[src/imu_rvc_pkg.sv]
// ----------------------------------------------------------------------------
// imu_rvc_pkg
// Shared types and constants of the serial IMU frame parser
// ----------------------------------------------------------------------------
package imu_rvc_pkg;

    localparam int WIN_LEN   = 19;
    localparam int FILL_W    = 5;
    localparam int CHK_POS   = 18;
    localparam int SUM_FIRST = 2;
    localparam int YAW_POS   = 3;
    localparam int PITCH_POS = 5;
    localparam int ROLL_POS  = 7;

    localparam logic [7:0] HDR_BYTE = 8'hAA;

    localparam logic [1:0] STATUS_NONE = 2'd0;
    localparam logic [1:0] STATUS_GOOD = 2'd1;
    localparam logic [1:0] STATUS_BAD  = 2'd2;

    typedef struct packed {
        logic [7:0] rx_byte;
    } rx_item_t;

    typedef struct packed {
        logic [1:0]         frame_status;
        logic signed [15:0] yaw_centideg;
        logic signed [15:0] pitch_centideg;
        logic signed [15:0] roll_centideg;
        logic [31:0]        good_frames;
        logic [31:0]        bad_frames;
    } frame_item_t;

    typedef struct packed {
        logic [1:0]         status;
        logic signed [15:0] yaw;
        logic signed [15:0] pitch;
        logic signed [15:0] roll;
    } entry_t;

    typedef struct packed {
        logic   push;
        entry_t entry;
    } push_t;

endpackage

[src/imu_rvc_stream_if.sv]
// ----------------------------------------------------------------------------
// imu_rvc_stream_if
// Valid/ready channel carrying one payload item per transfer
// ----------------------------------------------------------------------------
interface imu_rvc_stream_if #(
    parameter type payload_t = logic [7:0]
) ();

    logic     valid;
    logic     ready;
    payload_t data;

    modport source (output valid, output data, input ready);
    modport sink (input valid, input data, output ready);
    modport monitor (input valid, input data, input ready);

endinterface

[src/imu_rvc_back.sv]
// ----------------------------------------------------------------------------
// imu_rvc_back
// Angle holds, frame counters and the registered result stage
// ----------------------------------------------------------------------------
module imu_rvc_back
    import imu_rvc_pkg::*;
(
    input  logic            clk,
    input  logic            rst_n,
    input  logic            q_valid,
    input  entry_t          q_entry,
    output logic            q_pop,
    imu_rvc_stream_if.source frame
);

    logic signed [15:0] yaw_reg;
    logic signed [15:0] pitch_reg;
    logic signed [15:0] roll_reg;
    logic [31:0]        good_reg;
    logic [31:0]        bad_reg;
    logic signed [15:0] yaw_next;
    logic signed [15:0] pitch_next;
    logic signed [15:0] roll_next;
    logic [31:0]        good_next;
    logic [31:0]        bad_next;
    logic               out_valid_reg;
    frame_item_t        out_reg;
    logic               is_good;
    logic               is_bad;

    assign q_pop   = q_valid && (!out_valid_reg || frame.ready);
    assign is_good = (q_entry.status == STATUS_GOOD);
    assign is_bad  = (q_entry.status == STATUS_BAD);

    assign yaw_next   = is_good ? q_entry.yaw : yaw_reg;
    assign pitch_next = is_good ? q_entry.pitch : pitch_reg;
    assign roll_next  = is_good ? q_entry.roll : roll_reg;
    assign good_next  = good_reg + 32'(is_good);
    assign bad_next   = bad_reg + 32'(is_bad);

    assign frame.valid = out_valid_reg;
    assign frame.data  = out_reg;

    always_ff @(posedge clk or negedge rst_n)
    begin
        if (!rst_n)
        begin
            yaw_reg       <= '0;
            pitch_reg     <= '0;
            roll_reg      <= '0;
            good_reg      <= '0;
            bad_reg       <= '0;
            out_valid_reg <= 1'b0;
        end
        else
        begin
            if (q_pop)
            begin
                yaw_reg       <= yaw_next;
                pitch_reg     <= pitch_next;
                roll_reg      <= roll_next;
                good_reg      <= good_next;
                bad_reg       <= bad_next;
                out_valid_reg <= 1'b1;
            end
            else if (frame.ready)
            begin
                out_valid_reg <= 1'b0;
            end
        end
    end

    always_ff @(posedge clk)
    begin
        if (q_pop)
        begin
            out_reg.frame_status   <= q_entry.status;
            out_reg.yaw_centideg   <= yaw_next;
            out_reg.pitch_centideg <= pitch_next;
            out_reg.roll_centideg  <= roll_next;
            out_reg.good_frames    <= good_next;
            out_reg.bad_frames     <= bad_next;
        end
    end

endmodule

[src/flat_wrapper.sv]
// flat-port wrapper written by rule: the top's interface ports become plain ports
module imu_rvc_back_flat import imu_rvc_pkg::*;
  (clk, rst_n, q_valid, q_entry, q_pop, frame_valid, frame_data, frame_ready);
  imu_rvc_stream_if frame_i ();
  input  logic clk;
  input  logic rst_n;
  input  logic q_valid;
  input  entry_t q_entry;
  output logic q_pop;
  output wire logic [$bits(frame_i.valid)-1:0] frame_valid;
  output wire logic [$bits(frame_i.data)-1:0] frame_data;
  input wire logic [$bits(frame_i.ready)-1:0] frame_ready;
  assign frame_valid = frame_i.valid;
  assign frame_data = frame_i.data;
  assign frame_i.ready = frame_ready;
  imu_rvc_back u_core (.clk(clk), .rst_n(rst_n), .q_valid(q_valid), .q_entry(q_entry), .q_pop(q_pop), .frame(frame_i));
endmodule
[config.mk]
export PLATFORM = sky130hd
export DESIGN_NAME = imu_rvc_back_flat
export DESIGN_NICKNAME = d
export VERILOG_FILES = /design/src/imu_rvc_pkg.sv /design/src/imu_rvc_stream_if.sv /design/src/imu_rvc_back.sv /design/src/flat_wrapper.sv
export SDC_FILE = /design/constraint.sdc
export NUM_CORES = 1
export LEC_CHECK = 0
export BUFFER_PORTS_ARGS = -buffer_cell sky130_fd_sc_hd__buf_2
export CORE_AREA = 2 2 52 54
export CTS_CLUSTER_DIAMETER = 60
export DETAILED_ROUTE_END_ITERATION = 8
export DIE_AREA = 0 0 54 56
export PLACE_DENSITY_LB_ADDON = 0.12
export SETUP_SLACK_MARGIN = 0.1
export SYNTH_ARGS = -nofsm -noshare
export SYNTH_HDL_FRONTEND = slang
export SYNTH_SLANG_ARGS = --single-unit
export TNS_END_PERCENT = 50
[constraint.sdc]
create_clock -name clk -period 1.45 [get_ports clk]
set_input_delay 0.2175 -clock clk [delete_from_list [all_inputs] [get_ports clk]]
set_output_delay 0.2175 -clock clk [all_outputs]
set_load 0.05 [all_outputs]
Word-level counts from Yosys, hierarchy flattened
Cells that the tools add are included.
{"block": "word_totals", "ff_bits": 41, "in_bits": 54, "output_inout_bits": 10, "word_cells": 11}
{"block": "op_classes", "add_sub_neg": 1, "n_eq_ne": 1, "n_mux": 2, "reduce_logical": 4}
{"op": "$add A32 B1 Y32", "count": 1}
{"op": "$eq A2 B2 Y1 const B", "count": 1}
{"op": "$mux W1", "count": 2}
{"op": "$reduce_bool A2 Y1", "count": 1}
{"op": "$logic_and A1 B1 Y1", "count": 1}
{"op": "$logic_not A1 Y1", "count": 1}
{"op": "$logic_or A1 B1 Y1", "count": 1}

Logic depth before layout (Yosys ltp)
{"block": "depth", "depth_word": 4, "depth_mapped": 6}

Worst setup path before layout
No wires, ideal clock.
{"block": "synth_path", "kind": "register -> register", "startpoint": "reg u_core.out_valid_reg (netlist: u_core.frame.valid)", "endpoint": "reg u_core.out_reg (netlist bit u_core.frame.data[0]) (enable)", "setup_time_ns": 0.377, "arrival_time_ns": 1.370, "required_time_ns": 1.073, "path_slack_ns": -0.297, "stages_incl_launch_ff": 5, "path_buffers": 1, "period_less_slack_ns": 1.747, "cell_sequence": "dfrtp_1 nand2b_1 buf_4 nand2_2 inv_1"}
{"block": "synth_via", "elab_chain_len": 3}
{"item": "start, declared", "line": "imu_rvc_back.sv:26", "text": "logic out_valid_reg;"}
{"item": "start signal, assigned", "line": "imu_rvc_back.sv:53", "text": "out_valid_reg <= 1'b0;"}
{"item": "start signal, assigned", "line": "imu_rvc_back.sv:64", "text": "out_valid_reg <= 1'b1;"}
{"item": "start signal, assigned", "line": "imu_rvc_back.sv:68", "text": "out_valid_reg <= 1'b0;"}
{"item": "$logic_not A1 Y1", "line": "imu_rvc_back.sv:31", "text": "assign q_pop = q_valid && (!out_valid_reg || frame.ready);"}
{"item": "$logic_or A1 B1 Y1", "line": "imu_rvc_back.sv:31"}
{"item": "$logic_and A1 B1 Y1", "line": "imu_rvc_back.sv:31"}
{"item": "via q_pop", "line": "flat_wrapper.sv:9", "text": "output logic q_pop;"}
{"item": "end, declared", "line": "imu_rvc_back.sv:27", "text": "frame_item_t out_reg;"}
The timed path passes the listed nets, and every way through them passes these cells.
A chain may end at the register's enable or synchronous reset.

Worst setup path in the final report
{"block": "layout_path", "startpoint": "reg u_core.out_valid_reg (netlist: u_core.frame.valid)", "endpoint": "out q_pop"}
{"block": "layout_via", "elab_chain_len": 3}
{"item": "$logic_not A1 Y1", "line": "imu_rvc_back.sv:31"}
{"item": "$logic_or A1 B1 Y1", "line": "imu_rvc_back.sv:31"}
{"item": "$logic_and A1 B1 Y1", "line": "imu_rvc_back.sv:31"}
{"item": "end, declared", "line": "flat_wrapper.sv:9"}
Every way passes these cells.

==> results.md <==
* Outcome: completed
* Placed Area at slightly above 900 um^2
* Worst setup EP type: output pin
* Max VDD drop at just over 0.0007 V
* FP Rows at 18
* Slowest cell delay on critical path at 0.44 ns
* Vias in the first global route at approximately 450
* CTS tree: built
* Final Hold Violating Endpoints at 0
* Final setup violation count at 0
* Max-slew violation count at 0
* WL final at 1290 um
* Area Growth Syn to Fin at 26.8%
* Initial drt markers at 11
* Drt pass-1 iters at 4
* Leakage at about 0.44 nW
* I/O pins at 64
* Reg2reg path depth at 5
* Simple-gate share of the synthesized area at 0.157
* Crit-path leading delay family: flip-flops
* Avg Inst Size Synth at around 14 um^2
* Die area at roughly 3000 um^2
* Data required, critical path at 1.23 ns
* Hold endpoint: u_core.bad_reg[5]
* Share of layout cells above drive strength 1 at 0.500
* CTS Sinks at 17
* CTS Buf Count at 3
* Die H at ~56 um
* Worst Max-Slew Pin Slew at between 0.2 and 0.3 ns
* Vias/cell at about 4.3
* # fillers at 251
* Synthesized flop and latch total at 17
* First-pass GRT wire length at 2120 um
* Register area share after synthesis at 0.583
* Crit Reg-Reg Startpoint: u_core.bad_reg[0]
* Reg2reg end: u_core.frame.data[4]
* Clk pin slew, worst setup/hold paths at 0.10 ns
* ANT cells at 0
* Die width at about 54 um
* PortBufs at 15
* Worst-path fanout max at 3
* Unrepaired setup endpoints after global routing: yes
* Post-synthesis compound-gate area fraction at 0
* Clock Latency Late Sink at 0.29 ns
* Synth Warn # at 0
* Crit Path Class: reg2out
* Initial Utilization at 0.328
* PwrDens at roughly 1300 nW/um^2
* Clock Skews at 0.00400 ns
* Nets at ~140
* Total power at about 1.3 mW
* Final Cell Area at 1010 um^2
* CORE AREA at around 2400 um^2
* Largest net degree at the start of global routing at 10
* Routed Antenna Nets at 0
* Synthesized area at ~800 um^2
* Wire per inst at around 11 um
* Synth Instances at between 50 and 60
* Post-synthesis mux area share at 0.0282
* H-Tree Level Count at 1
* Max_cap viols at 0
* Hold depth at 3
* Adder-cell share of the synthesized area at 0.0313
* Crit path launch type: flip-flop
* Worst path cell trace: nand2b_4 > nand2_4 > clkinvlp_4 > buf_8
* Placed Cells at approximately 100
* Worst Hold Class: in2reg
* Finished Layout Cells at ~110
* Largest family of logic cells by synthesized area: simple AND/OR/NAND/NOR gates
* Syn nets at ~110
* Clock Path Buffers at 2
* Synth cell types at 20
* Fmax at 752 MHz
* Slowest CP cell: dfrtp_2
* HPWL Detailed at between 900 and 1000 um
* Total gr overflow at 0
* Root Buffer: clkbuf_4
* XOR/XNOR Fraction of Synth Area at 0.132
* GRT Overall Usage at 0.0983
* Tmin final at around 1.3 ns
* CP Buf/Inv Count at 2
* Slew headroom at 0.834
* Global placer's final weighted congestion at roughly 0.64
* Vias at between 400 and 500
* Crit share post-route at 0.917
* Flop-to-flop setup slack at 0.16 ns
* Hold path start: q_valid
* Drt drc at 0
* Worst EP arrival at between 1 and 1.5 ns
* Initial antenna violation count at 0
-- synth_stat cells, drive strengths merged --
library cell | number | share of area
ha | 2 | 0.031
clkbuf | 1 | 0.031
dfrtp | 9 | 0.28
and4 | 1 | 0.013
nand2 | 5 | 0.027
xnor2 | 10 | 0.11
mux2 | 2 | 0.028
inv | 1 | 0.0047
nand3 | 2 | 0.013
buf | 3 | 0.033
nor2b | 1 | 0.0078
and2 | 2 | 0.019
xor2 | 2 | 0.022
nand4 | 4 | 0.047
edfxtp | 8 | 0.30
nand2b | 2 | 0.016
and3 | 2 | 0.016
-- area by class of cell --
class	count	area [um^2]	share of cell area
sequential	17	467	0.461
multi-input combinational	35	312	0.308
timing repair buffer	25	163	0.161
tap	30	37.5	0.0371
clock buffer	4	26.3	0.0260
inverter	1	7.51	0.00742
-- worst max path at each step --
stage	from	endpoint	slack, ns	cells after the start
floorplan	u_core.frame.valid	u_core.frame.data[0]	-0.04	4
global placement	q_entry[49]	u_core.frame.data[6]	0.01	7
detailed placement	q_entry[49]	u_core.frame.data[4]	0.01	7
CTS	u_core.bad_reg[0]	u_core.bad_reg[5]	0.1	5
global route	u_core.bad_reg[0]	u_core.frame.data[6]	0.07	5
finish	u_core.frame.valid	q_pop	0.12	4
-- power by group --
part	internal (mW)	switching, mW	total, mW	leakage [nW]
Sequential	0.608	0.0684	0.676	0.194
Clock	0.107	0.151	0.258	0.0150
Combinational	0.147	0.215	0.361	0.230
Total	0.861	0.434	1.30	0.439
-- worst register-to-register path: cells and delay by family, from the launching register on --
family,cells,cell delay (ns)
XOR/XNOR,1,0.13
flip-flops,1,0.37
adder cells (fa/ha/maj),2,0.35
AND/OR/NAND/NOR,2,0.21
-- repair_timing --
item / 4_1_cts / 5_1_grt
endpoints found under the setup margin: 3 / 11
setup buffers: 1 / 2
hold buffers: 1 / 0
hold endpoints to repair: 9 / 0
gates resized for setup: 6 / 4
pin swaps: 0 / 1
-- cell usage in the layout, fill, tap and decap left out, drive strengths merged --
cell         Yosys  final
xnor2           10     10
nand4            4      4
buf              3     24
nand3            2      2
nand2            5      5
xor2             2      2
dfrtp            9      9
clkbuf           1      4
ha               2      2
nand2b           2      2
mux2             2      2
and3             2      2
and4             1      1
nor2b            1      1
clkinvlp         0      1
and2             2      2
edfxtp           8      8
dlygate4sd3      0      1
-- cell families after synthesis --
kind of cell / after synthesis
simple gates: 19
flops: 17
xor+xnor: 12
buf+inv: 5
mux: 2
fa+ha+maj: 2
-- per-stage QoR --
step           worst slack (ns)  TNS, ns   util  hold slack, ns
3_5_place_dp             0.0141        0  0.376          0.0913
3_3_place_gp             0.0142        0  0.376          0.0932
4_1_cts                  0.0967        0  0.403           0.276
6_report                  0.121        0  0.416           0.278
2_1_floorplan           -0.0425   -0.340      -         -0.0781
5_1_grt                  0.0676        0  0.416           0.292
-- routing by layer --
metal / part of all wire / global-route usage / up-vias
li1: - / - / 244
met1: 0.49 / 0.141 / 225
met2: 0.45 / 0.138 / 13
met3: 0.049 / 0.0242 / 2
met4: 0.010 / 0.0429 / 0
met5: 0 / 0 / -
Note: power is estimated with default switching activity, not from simulation.
