## src/imu_rvc_pkg.sv

```systemverilog
// ----------------------------------------------------------------------------
// imu_rvc_pkg
// Shared types and constants of the serial IMU frame parser
// ----------------------------------------------------------------------------
package imu_rvc_pkg;

    localparam int WIN_LEN   = 19;
    localparam int FILL_W    = 5;
    localparam int CHK_POS   = 18;
    localparam int SUM_FIRST = 2;
    localparam int YAW_POS   = 3;
    localparam int PITCH_POS = 5;
    localparam int ROLL_POS  = 7;

    localparam logic [7:0] HDR_BYTE = 8'hAA;

    localparam logic [1:0] STATUS_NONE = 2'd0;
    localparam logic [1:0] STATUS_GOOD = 2'd1;
    localparam logic [1:0] STATUS_BAD  = 2'd2;

    typedef struct packed {
        logic [7:0] rx_byte;
    } rx_item_t;

    typedef struct packed {
        logic [1:0]         frame_status;
        logic signed [15:0] yaw_centideg;
        logic signed [15:0] pitch_centideg;
        logic signed [15:0] roll_centideg;
        logic [31:0]        good_frames;
        logic [31:0]        bad_frames;
    } frame_item_t;

    typedef struct packed {
        logic [1:0]         status;
        logic signed [15:0] yaw;
        logic signed [15:0] pitch;
        logic signed [15:0] roll;
    } entry_t;

    typedef struct packed {
        logic   push;
        entry_t entry;
    } push_t;

endpackage

```

## src/imu_rvc_queue.sv

```systemverilog
// ----------------------------------------------------------------------------
// imu_rvc_queue
// Small first-in first-out queue of classified entries
// ----------------------------------------------------------------------------
module imu_rvc_queue
    import imu_rvc_pkg::*;
#(
    parameter int DEPTH = 2
)
(
    input  logic   clk,
    input  logic   rst_n,
    input  push_t  q_push,
    output logic   q_ready,
    input  logic   q_pop,
    output logic   q_valid,
    output entry_t q_entry
);

    localparam int PTR_W = $clog2(DEPTH);
    localparam int CNT_W = $clog2(DEPTH + 1);

    entry_t           mem_reg [DEPTH];
    logic [PTR_W-1:0] wr_ptr_reg;
    logic [PTR_W-1:0] rd_ptr_reg;
    logic [CNT_W-1:0] count_reg;
    logic             do_push;
    logic             do_pop;

    assign q_ready = (count_reg != CNT_W'(DEPTH));
    assign q_valid = (count_reg != '0);
    assign q_entry = mem_reg[rd_ptr_reg];
    assign do_push = q_push.push && q_ready;
    assign do_pop  = q_pop && q_valid;

    always_ff @(posedge clk or negedge rst_n)
    begin
        if (!rst_n)
        begin
            wr_ptr_reg <= '0;
            rd_ptr_reg <= '0;
            count_reg  <= '0;
        end
        else
        begin
            if (do_push)
            begin
                wr_ptr_reg <= (wr_ptr_reg == PTR_W'(DEPTH - 1)) ? '0 : wr_ptr_reg + PTR_W'(1);
            end
            if (do_pop)
            begin
                rd_ptr_reg <= (rd_ptr_reg == PTR_W'(DEPTH - 1)) ? '0 : rd_ptr_reg + PTR_W'(1);
            end
            if (do_push && !do_pop)
            begin
                count_reg <= count_reg + CNT_W'(1);
            end
            else if (do_pop && !do_push)
            begin
                count_reg <= count_reg - CNT_W'(1);
            end
        end
    end

    always_ff @(posedge clk)
    begin
        if (do_push)
        begin
            mem_reg[wr_ptr_reg] <= q_push.entry;
        end
    end

endmodule

```

## config.mk

```make
export PLATFORM = sky130hd
export DESIGN_NAME = imu_rvc_queue
export DESIGN_NICKNAME = d
export VERILOG_FILES = /design/src/imu_rvc_pkg.sv /design/src/imu_rvc_queue.sv
export SDC_FILE = /design/constraint.sdc
export NUM_CORES = 1
export LEC_CHECK = 0
export ABC_AREA = 1
export BUFFER_PORTS_ARGS = -buffer_cell sky130_fd_sc_hd__buf_2
export CORE_MARGIN = 3
export CORE_UTILIZATION = 35
export CTS_CLUSTER_DIAMETER = 60
export DETAILED_ROUTE_END_ITERATION = 10
export GPL_TIMING_DRIVEN = 0
export HOLD_SLACK_MARGIN = 0.06
export PLACE_DENSITY = 0.63
export SLEW_MARGIN = 20
export SYNTH_ARGS = -nofsm -noshare
export SYNTH_HDL_FRONTEND = slang
export SYNTH_SLANG_ARGS = --single-unit
```

## constraint.sdc

```tcl
create_clock -name clk -period 3.7 [get_ports clk]
set_input_delay 0.185 -clock clk [delete_from_list [all_inputs] [get_ports clk]]
set_output_delay 0.185 -clock clk [all_outputs]
set_load 0.1 [all_outputs]
```

## Word-level counts from Yosys, hierarchy flattened

Memories as Yosys holds them, arrays and structs flattened.
Index checks and enable logic that the tools add are counted.
Widths: inputs -> output; s select.

| word-level totals | value |
|---|---|
| input bits | 54 |
| flip-flop bits (word level) | 4 |
| logic and storage cells | 23 |
| output and inout port bits | 52 |
| memories kept | 1 |
| bits in writable memories | 100 |

| operators by class | value |
|---|---|
| eq/ne operators | 1 |
| multiplexer cells | 6 |
| reduce and logical (&&, ||, !) cells | 8 |
| add/subtract/negate cells | 4 |

Memories:

| name | words | width | rd ports | clocked after Yosys merged registers in | wr ports | RTL line | RTL |
|---|---|---|---|---|---|---|---|
| mem_reg | 2 | 50 | 1 | 0 | 1 | imu_rvc_queue.sv:23 | `entry_t mem_reg [DEPTH];` |

Operators with widths:

| cell | count |
|---|---|
| $logic_and 1x1->1 | 4 |
| $mux 1 | 4 |
| $mux 2 | 2 |
| $reduce_bool 2->1 | 2 |
| $add 1x1->1 const B | 2 |
| $add 2x1->2 const B | 1 |
| $logic_not 1->1 | 2 |
| $ne 2x2->1 const B | 1 |
| $sub 2x1->2 const B | 1 |

## Depth between registers and ports, before layout

Gate-level depths: netlist (run 1).

| depth | value |
|---|---|
| word-level depth | 6 |
| mapped depth | 10 |
| depth with buffers taken out | 10 |

## Worst setup path before layout (run 1)

Ideal clock, no wire load.

| timing path | value |
|---|---|
| kind | register to register |
| start | reg count_reg[0] |
| end | mem mem_reg[0][0] in the netlist's numbering (enable) |
| arrival time | 3106 ps |
| setup slack | 136 ps |
| setup time | 458 ps |
| stages on the path, launching flop included | 5 |
| path buffers | 0 |
| required time | 3242 ps |
| cells stage by stage | dfrtp_1 -> inv_2 -> nand2_2 -> nand2_2 -> nor2_1 |

| on the way | value |
|---|---|
| longest elaborated chain between the ends | 4 |

RTL lines:

| item | RTL line | RTL |
|---|---|---|
| start, declared | imu_rvc_queue.sv:26 | `logic [CNT_W-1:0] count_reg;` |
| start signal, assigned | imu_rvc_queue.sv:56 | `count_reg <= count_reg + CNT_W'(1);` |
| start signal, assigned | imu_rvc_queue.sv:60 | `count_reg <= count_reg - CNT_W'(1);` |
| $ne 2x2->1 | imu_rvc_queue.sv:30 | `assign q_ready = (count_reg != CNT_W'(DEPTH));` |
| named net q_ready | imu_rvc_queue.sv:14 | `output logic q_ready,` |
| $logic_and 1x1->1 | imu_rvc_queue.sv:33 | `assign do_push = q_push.push && q_ready;` |
| $mux 1 | imu_rvc_queue.sv:67 | `if (do_push)` |
| $mux 1 (implied by the code) | imu_rvc_queue.sv:69 | `mem_reg[wr_ptr_reg] <= q_push.entry;` |
| end, declared | imu_rvc_queue.sv:23 |  |

The timed path passes the listed nets, and every way through them passes these cells.

==> results.md, run 1 <==
- M1 WL: 3360 um
- Io pins: 106
- Hold_buf cts: 51
- H-tree levels: 3
- Final instance count without filler cells: 605
- Clock Tree Root: clkbuf_16
- Met2 wire len: 3990 um
- Clock sinks: 104
- Core Rows: 38
- Routed wl met3: 309 um
- CTS tree: yes
- Worst path max stage delay: 0.42 ns
- Vias per cell: 4.25
- Max Transition Viols Final: 0
- Synth area leader: edfxtp_1
- Syn avg cell area: 13.7 um^2
- Core Box Area: 11000 um^2
- Crit-path cells: buf_6, inv_8, buf_6, nand2_1, nand2_1, buf_2
- Max_cap viols: 0
- DRT Wirelength: 7800 um
- Initial antenna violation count: 0
- Tcrit/Tclk final: 0.498
- Syn. warnings: 0
- DIE AREA: 12700 um^2
- Synth-to-Final Area Change: 40.6%
- Die Span Y: 113 um
- Residual DRC: 0
- Antenna viol nets, final: 0
- Total track usage: 0.129
- Final Worst Setup Slack: 1.86 ns
- RSZ-0062 raised after global routing: false
- Final hold slack: 0.117 ns
- DP HPWL: 5230 um
- N_diodes: 0
- Run status: finished, final reports clean
- Syn_nets: 345
- Clk slew on worst S/H paths: 0.06 ns
- Initial drt markers: 107
- Synth unique cells: 16
- Largest net degree at the start of global routing: 26
- First-pass GRT wire length: 12700 um
- HP Class: primary input to register
- Vias: 2573
- Yosys reg bits: 104
- Crit Path Category: register to primary output
- Required @ worst endpoint: 3.51 ns
- Endpoint class of the critical path: primary output
- Ranking of synthesized cells by area: edfxtp_1 (76%), nand2_1 (13%), nand2_2 (3.6%), dfrtp_1 (2.5%), buf_6 (1.4%)
- Uppermost routed layer: met4
- Area fraction of the dominant cell type after synthesis: 0.755
- Inst Count DP: 539
- Most frequent cells in the layout: nand2_1 (137), buf_2 (105), edfxtp_1 (100)
- Final Skew: 0.00327 ns
- Slew HR: 0.662
- RD Place Congestion: 0.712
- Least-Margin Pin Slew: 0.510 ns
- Worst skew pair latency: 0.33 ns
- Flip-flop count of the largest register after layout: 100
- CP Data Arrival Time: 1.66 ns
- Worst slack at placement: 1.93 ns
- Drt wl/cell: 12.9 um
- Mapped cell area: 3980 um^2
- Setup Buffers After CTS: 0
- Share of layout cells above drive strength 1: 0.342
- Final setup fails: 0
- Post-layout nets: 516
- Sequential area share after synthesis: 0.781
- Worst-path maximum fanout: 10
- CP max-delay cell: buf_2
- Most common cell after layout, fill and taps aside: nand2_1
- Port bufs: 105
- Initial Util: 0.362
- Pre-antenna DRT Iters: 4
- Die Width: 113 um
- CTS max path bufs: 2
- Fmax: 543 MHz
- Tmin final: 1.84 ns
- Post-synthesis cell count: 290
- Resize count post-CTS: 0
- TritonCTS Buffers: 9
- Sum Neg Setup Slack: 0 ns
- Setup crit start kind: register
- GRT overflow: 0
- Fin. Hold Viols: 0
- Vias in the first global route: 2718
==> cells by family after synthesis <==
group,count (synthesis),synth area share
flops,104,0.781
simple gates,165,0.172
xor+xnor,2,0.00441
buf+inv,18,0.0403
fa+ha+maj,1,0.00315
==> path summary, 6_finish.rpt <==
path | slack (ns) | startpoint | cells past startpoint | endpoint
hold reg to reg | 0.52 | count_reg[0]$_DFFE_PN0P_ | 1 | count_reg[0]$_DFFE_PN0P_
min in group asynchronous | 0.18 | rst_n | 2 | count_reg[0]$_DFFE_PN0P_
setup / recovery | 1.86 | rd_ptr_reg$_DFFE_PN0P_ | 6 | q_entry[25]
max in group asynchronous | 3.40 | rst_n | 2 | rd_ptr_reg$_DFFE_PN0P_
setup reg to reg | 1.96 | count_reg[0]$_DFFE_PN0P_ | 6 | mem_reg[0][11]$_DFFE_PP_
hold / removal | 0.12 | q_pop | 3 | rd_ptr_reg$_DFFE_PN0P_
==> Yosys cell counts <==
cell and count:
inv_1 5, dfrtp_1 4, xnor2_1 1, nand3_1 2, inv_2 1, buf_6 5, ha_1 1, nor2_1 2
nand2_2 23, buf_4 4, edfxtp_1 100, xor2_1 1, nand4_1 1, inv_8 1, nand2_1 137, buf_12 2
==> worst max-delay path, delay by kind of cell, from the launching register on <==
family                 cells  cell delay (ns)
DFF                        1             0.38
buffers and inverters      4             0.81
and+or+nand+nor            2             0.13
==> area by class of cell <==
| class | instances | area [um^2] |
|---|---|---|
| sequential | 104 | 3100 |
| inverter | 7 | 33.8 |
| timing repair buffer | 160 | 1120 |
| multi-input combinational | 168 | 727 |
| tap | 140 | 175 |
| buffer | 11 | 126 |
| fill | 954 | 5390 |
| clock inverter | 5 | 72.6 |
| clock buffer | 10 | 229 |
==> stage by stage <==
step | utilization | area, um^2
final | 0.509 | 5590
after global routing | 0.509 | 5590
after CTS | 0.509 | 5590
after detailed placement | 0.435 | 4780
after global placement | 0.426 | 4680
after floorplan | - | 3980
==> per-layer routing <==
layer  global-route usage  up-vias
li1                     -     1309
met1                0.151     1187
met2                0.224       66
met3               0.0291       11
met4               0.0601        0
met5                    0        -
Power of run 1 is left out: the tool's default activity adds up to more than one toggle a clock period on the data nets, which glitch-free logic cannot reach.
==> inputs of run 2 (changes only) <==
--- a/config.mk
+++ b/config.mk
@@ -5,7 +5,7 @@
 export SDC_FILE = /design/constraint.sdc
 export NUM_CORES = 1
 export LEC_CHECK = 0
-export ABC_AREA = 1
+export ABC_AREA = 0
 export BUFFER_PORTS_ARGS = -buffer_cell sky130_fd_sc_hd__buf_2
 export CORE_MARGIN = 3
 export CORE_UTILIZATION = 35
==> constraint.sdc (replaced) <==
create_clock -name clk -period 1.9 [get_ports clk]
set_input_delay 0.095 -clock clk [delete_from_list [all_inputs] [get_ports clk]]
set_output_delay 0.095 -clock clk [all_outputs]
set_load 0.1 [all_outputs]
==> run 2 against run 1 <==
Non-clock buffer count is 5 lower. First-iteration DRC count is 38% lower. Critical path depth fell by 2. Global-route usage fell by 1.8 points. Sequential cell count is the same. Cell area rose by 1.5%. Critical path type unchanged. Worst hold slack gained 0.0068 ns. Critical endpoint is now q_entry[18]. Final cell count is 19% lower. Via count down 18%. Synthesized cell count is 40% lower.
==> results.md, run 2 <==
- DIE AREA: 12900 um^2 (+1.9%)
- Syn_nets: 229 (-34%)
- Syn avg cell area: 23.3 um^2 (+70%)
- Required @ worst endpoint: 1.80 ns (-1.71 ns)
- Initial antenna violation count: 0 (unchanged)
- Synth area leader: edfxtp_1
- Main synth FF type: edfxtp_1
- Dpl cell area: 4830 um^2 (+1.1%)
- Final Cell Area: 5670 um^2 (+1.5%)
- Max Transition Viols Final: 0 (unchanged)
- Simple-Gate Fraction of Synth Area: 0.00833 (-0.163)
- DRT Wirelength: 7020 um (-10%)
- Core Box Area: 11100 um^2 (+0.87%)
- Post-Synth XOR/XNOR Area: 0.0108 (+0.00639)
- Mapped cell area: 4060 um^2 (+2.0%)
- Die Width: 114 um (+0.95%)
- Yosys reg bits: 104 (unchanged)
- Endpoint class of the critical path: primary output
- Tmin final: 1.73 ns
- Final Skew: 0.00502 ns (+0.00174 ns)
- RD Place Congestion: 0.620 (-13%)
- Reg2Reg Depth: 2 (-4)
- Residual DRC: 0 (unchanged)
- Crit-path cells: buf_6, buf_12, mux2_4, buf_2
- H-tree levels: 3 (unchanged)
- Total track usage: 0.110 (-0.0184)
- Port bufs: 105 (unchanged)
- Most frequent cells in the layout: buf_2 (105), edfxtp_1 (100), dlygate4sd3_1 (53)
- Area fraction of the dominant cell type after synthesis: 0.741 (-0.0149)
- N_diodes: 0 (unchanged)
- DP HPWL: 4580 um (-13%)
- Vias in the first global route: 2280 (-16%)
- First-pass GRT wire length: 11000 um (-14%)
- Combinational family with the most area after synthesis: multiplexers
- Least-Margin Pin Slew: 0.731 ns (+0.221 ns)
- Final hold slack: 0.124 ns (+0.00679 ns)
- Worst slack at placement: 0.220 ns (-1.71 ns)
- RSZ-0062 raised after global routing: false
- Most instantiated cells after synthesis: edfxtp_1 (100), mux2_4 (49), buf_12 (5)
- Ranking of synthesized cells by area: edfxtp_1 (74%), mux2_4 (18%), buf_12 (2.5%), dfrtp_1 (2.5%), xnor2_1 (0.65%)
- Vias per cell: 4.33 (+1.8%)
- CTS tree: yes
- Tcrit/Tclk final: 0.910
- CP Data Arrival Time: 1.63 ns (-0.03 ns)
- CP max-delay cell: buf_2
- Die Span Y: 114 um (+0.95%)
- Core Rows: 38 (unchanged)
- Clock sinks: 104 (unchanged)
- Fillcell total: 938 (-1.7%)
- Levels on crit path: 4 (-2)
- Number of synthesized flops with an enable pin: 100 (unchanged)
- Post-Synth Adder-Cell Area: 0.00309 (-0.0000622)
- Multi-input gate area: 865 um^2 (+19%)
- Share of layout cells above drive strength 1: 0.520 (+0.178)
- Crit Path Category: register to primary output
- Max_cap viols: 0 (unchanged)
- Slew HR: 0.513 (-0.149)
- Vias: 2121 (-18%)
- Flip-flop count of the largest register after layout: 100 (unchanged)
- Synth-to-Final Area Change: 39.9%
- Worst path max stage delay: 0.43 ns (about the same)
- CTS max path bufs: 2 (unchanged)
- Reg area: 3100 um^2 (unchanged)
- Buffers & Inverters on Critical Path: 3 (-1)
- Worst-path maximum fanout: 10 (unchanged)
- GRT overflow: 0 (unchanged)
- Post-synthesis compound-gate area fraction: 0 (unchanged)
- HP Class: primary input to asynchronous set/reset pin
- Setup crit start kind: register
- Final Worst Setup Slack: 0.171 ns (-1.69 ns)
- Syn. warnings: 0 (unchanged)
- Drt wl/cell: 14.3 um (+11%)
- Worst skew pair latency: 0.33 ns (about the same)
- Pre-antenna DRT Iters: 6 (+2)
- Post-synthesis cell count: 174 (-40%)
- Post-synthesis mux area share: 0.184 (+0.184)
- Top delay family on crit path: buffers and inverters
- Synth unique cells: 15 (-1)
- Largest net degree at the start of global routing: 51 (+96%)
- Clk slew on worst S/H paths: 0.07 ns (about the same)
- Run status: finished, final reports clean
- TritonCTS Buffers: 9 (unchanged)
- Fin. Hold Viols: 0 (unchanged)
- Asr flop ratio synth: 0.0385 (unchanged)
- Final setup fails: 0 (unchanged)
- Initial Util: 0.366 (+0.00412)
- Post-layout nets: 400 (-22%)
- Initial drt markers: 66 (-38%)
- Clock Tree Root: clkbuf_16
- Sequential area share after synthesis: 0.765 (-0.0154)
- Io pins: 106 (unchanged)
- Antenna viol nets, final: 0 (unchanged)
- Fmax: 578 MHz
- Most common cell after layout, fill and taps aside: buf_2
- Most frequent cell after synthesis: edfxtp_1
## run 2: cell types whose count changed after synthesis, moves of 2 or more
| cell | before | now |
|---|---|---|
| buf_6 | 5 | 1 |
| nand3_1 | 2 | 0 |
| inv_1 | 5 | 1 |
| nand2_2 | 23 | 0 |
| mux2_4 | 0 | 49 |
| buf_4 | 4 | 0 |
| nand2_1 | 137 | 2 |
| buf_12 | 2 | 5 |
| xnor2_1 | 1 | 3 |
## run 2: logic make-up (layout without fill, tap and decap cells)
| kind of cell | count (synthesis) | after routing |
|---|---|---|
| xor+xnor | 5 | 5 |
| fa+ha+maj | 1 | 1 |
| buf+inv | 7 | 183 |
| flops | 104 | 104 |
| mux | 50 | 50 |
| simple gates | 7 | 7 |
## run 2: worst register-to-register path: stages, from the launching register on
cell and delay [ns]:
dfrtp_1 0.41, nand2b_4 0.17, and3_4 0.68
## run 2: worst paths after layout
| path | from | endpoint | slack, ns |
|---|---|---|---|
| min | rst_n | wr_ptr_reg$_DFFE_PN0P_ | 0.12 |
| min in group clk | q_push[42] | mem_reg[0][42]$_DFFE_PP_ | 0.48 |
| max in group asynchronous | rst_n | rd_ptr_reg$_DFFE_PN0P_ | 1.65 |
| max reg2reg | count_reg[0]$_DFFE_PN0P_ | mem_reg[1][37]$_DFFE_PP_ | 0.24 |
| min reg2reg | count_reg[1]$_DFFE_PN0P_ | count_reg[1]$_DFFE_PN0P_ | 0.54 |
| max | rd_ptr_reg$_DFFE_PN0P_ | q_entry[18] | 0.17 |
## run 2: routing by layer
layer	track usage	up-vias	routed length (um)
met5	0	-	0
li1	-	1021	-
met3	0.0218	9	348
met2	0.201	64	3640
met4	0.0481	0	115
met1	0.125	1027	2920
## run 2: layout make-up
class                   instances  area share
plain buffers                   6      0.0196
clock buffers                  10      0.0404
clock inverters                 6      0.0148
inverters                       1    0.000662
multi-input cells              63       0.152
flip-flops and latches        104       0.547
well taps                     140      0.0309
repair buffers                160       0.194
## run 2: what timing repair did
item,CTS,global route
gates resized for setup,0,0
setup buffers,0,0
hold endpoints to repair,106,0
hold buffers,53,0
## run 2: metrics by stage
stage,TNS [ns],util,instances
4_1_cts,0,0.512,490
3_5_place_dp,0,0.436,421
5_1_grt,0,0.512,490
6_report,0,0.512,490
2_1_floorplan,-6.60,-,174
3_3_place_gp,-24.82,0.431,419
Power of run 2 is left out for the same reason.
==> inputs of run 3 (changes only) <==
--- a/config.mk
+++ b/config.mk
@@ -7,13 +7,12 @@
 export LEC_CHECK = 0
 export ABC_AREA = 0
 export BUFFER_PORTS_ARGS = -buffer_cell sky130_fd_sc_hd__buf_2
-export CORE_MARGIN = 3
-export CORE_UTILIZATION = 35
+export CORE_UTILIZATION = 52
 export CTS_CLUSTER_DIAMETER = 60
 export DETAILED_ROUTE_END_ITERATION = 10
 export GPL_TIMING_DRIVEN = 0
 export HOLD_SLACK_MARGIN = 0.06
-export PLACE_DENSITY = 0.63
+export PLACE_DENSITY = 0.79
 export SLEW_MARGIN = 20
 export SYNTH_ARGS = -nofsm -noshare
 export SYNTH_HDL_FRONTEND = slang
==> run 3 against run 2 <==
Cell area decreased by 2.2%. Setup slack got worse by 0.047 ns. Global-route usage increased by 7.4 points. Critical path depth unchanged. Die area decreased by 37%.
==> results.md, run 3 (synthesized netlist as in run 2, its figures left out) <==
- Tcrit/Tclk final: 0.935 (+0.0246)
- RD Place Congestion: 0.668 (+7.7%)
- H-tree levels: 3 (unchanged)
- Final Worst Setup Slack: 0.124 ns (-0.0468 ns)
- Crit-path cells: buf_6, buf_12, mux2_4, buf_2
- Final setup fails: 0 (unchanged)
- DRT Wirelength: 7220 um (+2.8%)
- GRT overflow: 0 (unchanged)
- Setup crit start kind: register
- Clock Tree Root: clkbuf_8
- Most common cell after layout, fill and taps aside: buf_2
- Die Span Y: 90.3 um (-21%)
- Largest net degree at the start of global routing: 51 (unchanged)
- RSZ-0062 raised after global routing: false
- Run status: finished, final reports clean
- HP Class: primary input to register
- DIE AREA: 8160 um^2 (-37%)
- Worst slack at placement: 0.226 ns (+0.00681 ns)
- Worst skew pair latency: 0.36 ns (+0.03 ns)
- Antenna viol nets, final: 0 (unchanged)
- Initial antenna violation count: 0 (unchanged)
- First-pass GRT wire length: 11300 um (+3.0%)
- Initial Util: 0.547 (+0.181)
- Max Transition Viols Final: 0 (unchanged)
- Pre-antenna DRT Iters: 4 (-2)
- Fillcell total: 445 (-53%)
- Worst path max stage delay: 0.44 ns (about the same)
- DP HPWL: 4400 um (-4.0%)
- Core Rows: 31 (-18%)
- CTS max path bufs: 2 (unchanged)
- Vias per cell: 4.82 (+11%)
- Max_cap viols: 0 (unchanged)
- Top delay family on crit path: buffers and inverters
- Setup Buffers After CTS: 0 (unchanged)
- TritonCTS Buffers: 9 (unchanged)
- Final instance count without filler cells: 450 (-8.2%)
- Synth-to-Final Area Change: 36.9%
- Required @ worst endpoint: 1.80 ns (about the same)
- N_diodes: 0 (unchanged)
- CTS tree: yes
- CP Data Arrival Time: 1.68 ns (+0.05 ns)
- Total track usage: 0.185 (+0.0744)
- Inst Count DP: 380 (-9.7%)
- Least-Margin Pin Slew: 0.701 ns (-0.0300 ns)
- Initial drt markers: 48 (-27%)
- Port bufs: 105 (unchanged)
- Vias: 2168 (+2.2%)
- CP max-delay cell: buf_2
- Clk slew on worst S/H paths: 0.10 ns (+0.03 ns)
- Drt wl/cell: 16.0 um (+12%)
- Buffers & Inverters on Critical Path: 3 (unchanged)
- Core Box Area: 7410 um^2 (-33%)
- Post-layout nets: 401 (+0.25%)
- Share of layout cells above drive strength 1: 0.516 (-0.00433)
- Clock sinks: 104 (unchanged)
- Flip-flop count of the largest register after layout: 100 (unchanged)
- Sum Neg Setup Slack: 0 ns (unchanged)
- Final Skew: 0.0110 ns (+0.00596 ns)
- Slew HR: 0.533 (+0.0200)
- Crit Path Category: register to primary output
- Io pins: 106 (unchanged)
- Tmin final: 1.78 ns (+0.0468 ns)
- Most frequent cells in the layout: buf_2 (105), edfxtp_1 (100), dlygate4sd3_1 (54)
- Vias in the first global route: 2351 (+3.1%)
- Worst-path maximum fanout: 10 (unchanged)
- Fmax: 563 MHz (-2.6%)
- Fin. Hold Viols: 0 (unchanged)
- Die Width: 90.3 um (-21%)
- Endpoint class of the critical path: primary output
- Residual DRC: 0 (unchanged)
## run 3: changes by cell type in the layout (fill, tap and decap cells not counted), sizes merged
cell | previous run | this run
clkinv | 4 | 1
clkbuf | 10 | 12
dlygate4sd3 | 53 | 54
inv | 1 | 2
## run 3: worst paths after layout
check / slack, ns / endpoint / cells past startpoint / start
max in group asynchronous: 1.09 / rd_ptr_reg$_DFFE_PN0P_ / 3 / rst_n
hold / removal: 0.45 / mem_reg[1][10]$_DFFE_PP_ / 2 / q_push[10]
min in group asynchronous: 0.63 / count_reg[0]$_DFFE_PN0P_ / 3 / rst_n
setup reg to reg: 0.21 / mem_reg[0][11]$_DFFE_PP_ / 4 / count_reg[0]$_DFFE_PN0P_
setup / recovery: 0.12 / q_entry[41] / 4 / rd_ptr_reg$_DFFE_PN0P_
hold reg to reg: 0.56 / count_reg[0]$_DFFE_PN0P_ / 1 / count_reg[0]$_DFFE_PN0P_
## run 3: metrics by stage
| stage | util | cell area [um^2] | hold slack, ns |
|---|---|---|---|
| after floorplan | - | 4080 | -0.201 |
| after global placement | 0.638 | 4730 | -0.0936 |
| after detailed placement | 0.646 | 4790 | -0.0938 |
| after CTS | 0.749 | 5550 | 0.438 |
| after global routing | 0.749 | 5550 | 0.454 |
| final | 0.749 | 5550 | 0.454 |
## run 3: per-layer routing
layer / global-route usage / up-vias / share of wire
li1: - / 1019 / -
met1: 0.206 / 1064 / 0.39
met2: 0.340 / 72 / 0.55
met3: 0.0379 / 13 / 0.042
met4: 0.0820 / 0 / 0.019
met5: 0 / - / 0
## run 3: cell type report
type / instances / area [um^2] / share of cell area
Timing Repair Buffer: 161 / 1120 / 0.202
Inverter: 1 / 3.75 / 0.000676
Buffer: 6 / 111 / 0.0201
Multi-Input combinational cell: 63 / 865 / 0.156
Sequential cell: 104 / 3100 / 0.559
Tap cell: 99 / 124 / 0.0223
Clock buffer: 12 / 145 / 0.0261
Clock inverter: 4 / 77.6 / 0.0140
## run 3: what timing repair did
item                                   4_1_cts  5_1_grt
gates resized for setup                      0        0
hold buffers                                54        0
setup endpoints to repair                    0        0
endpoints found under the hold margin      106        0
Power of run 3 is left out for the same reason.
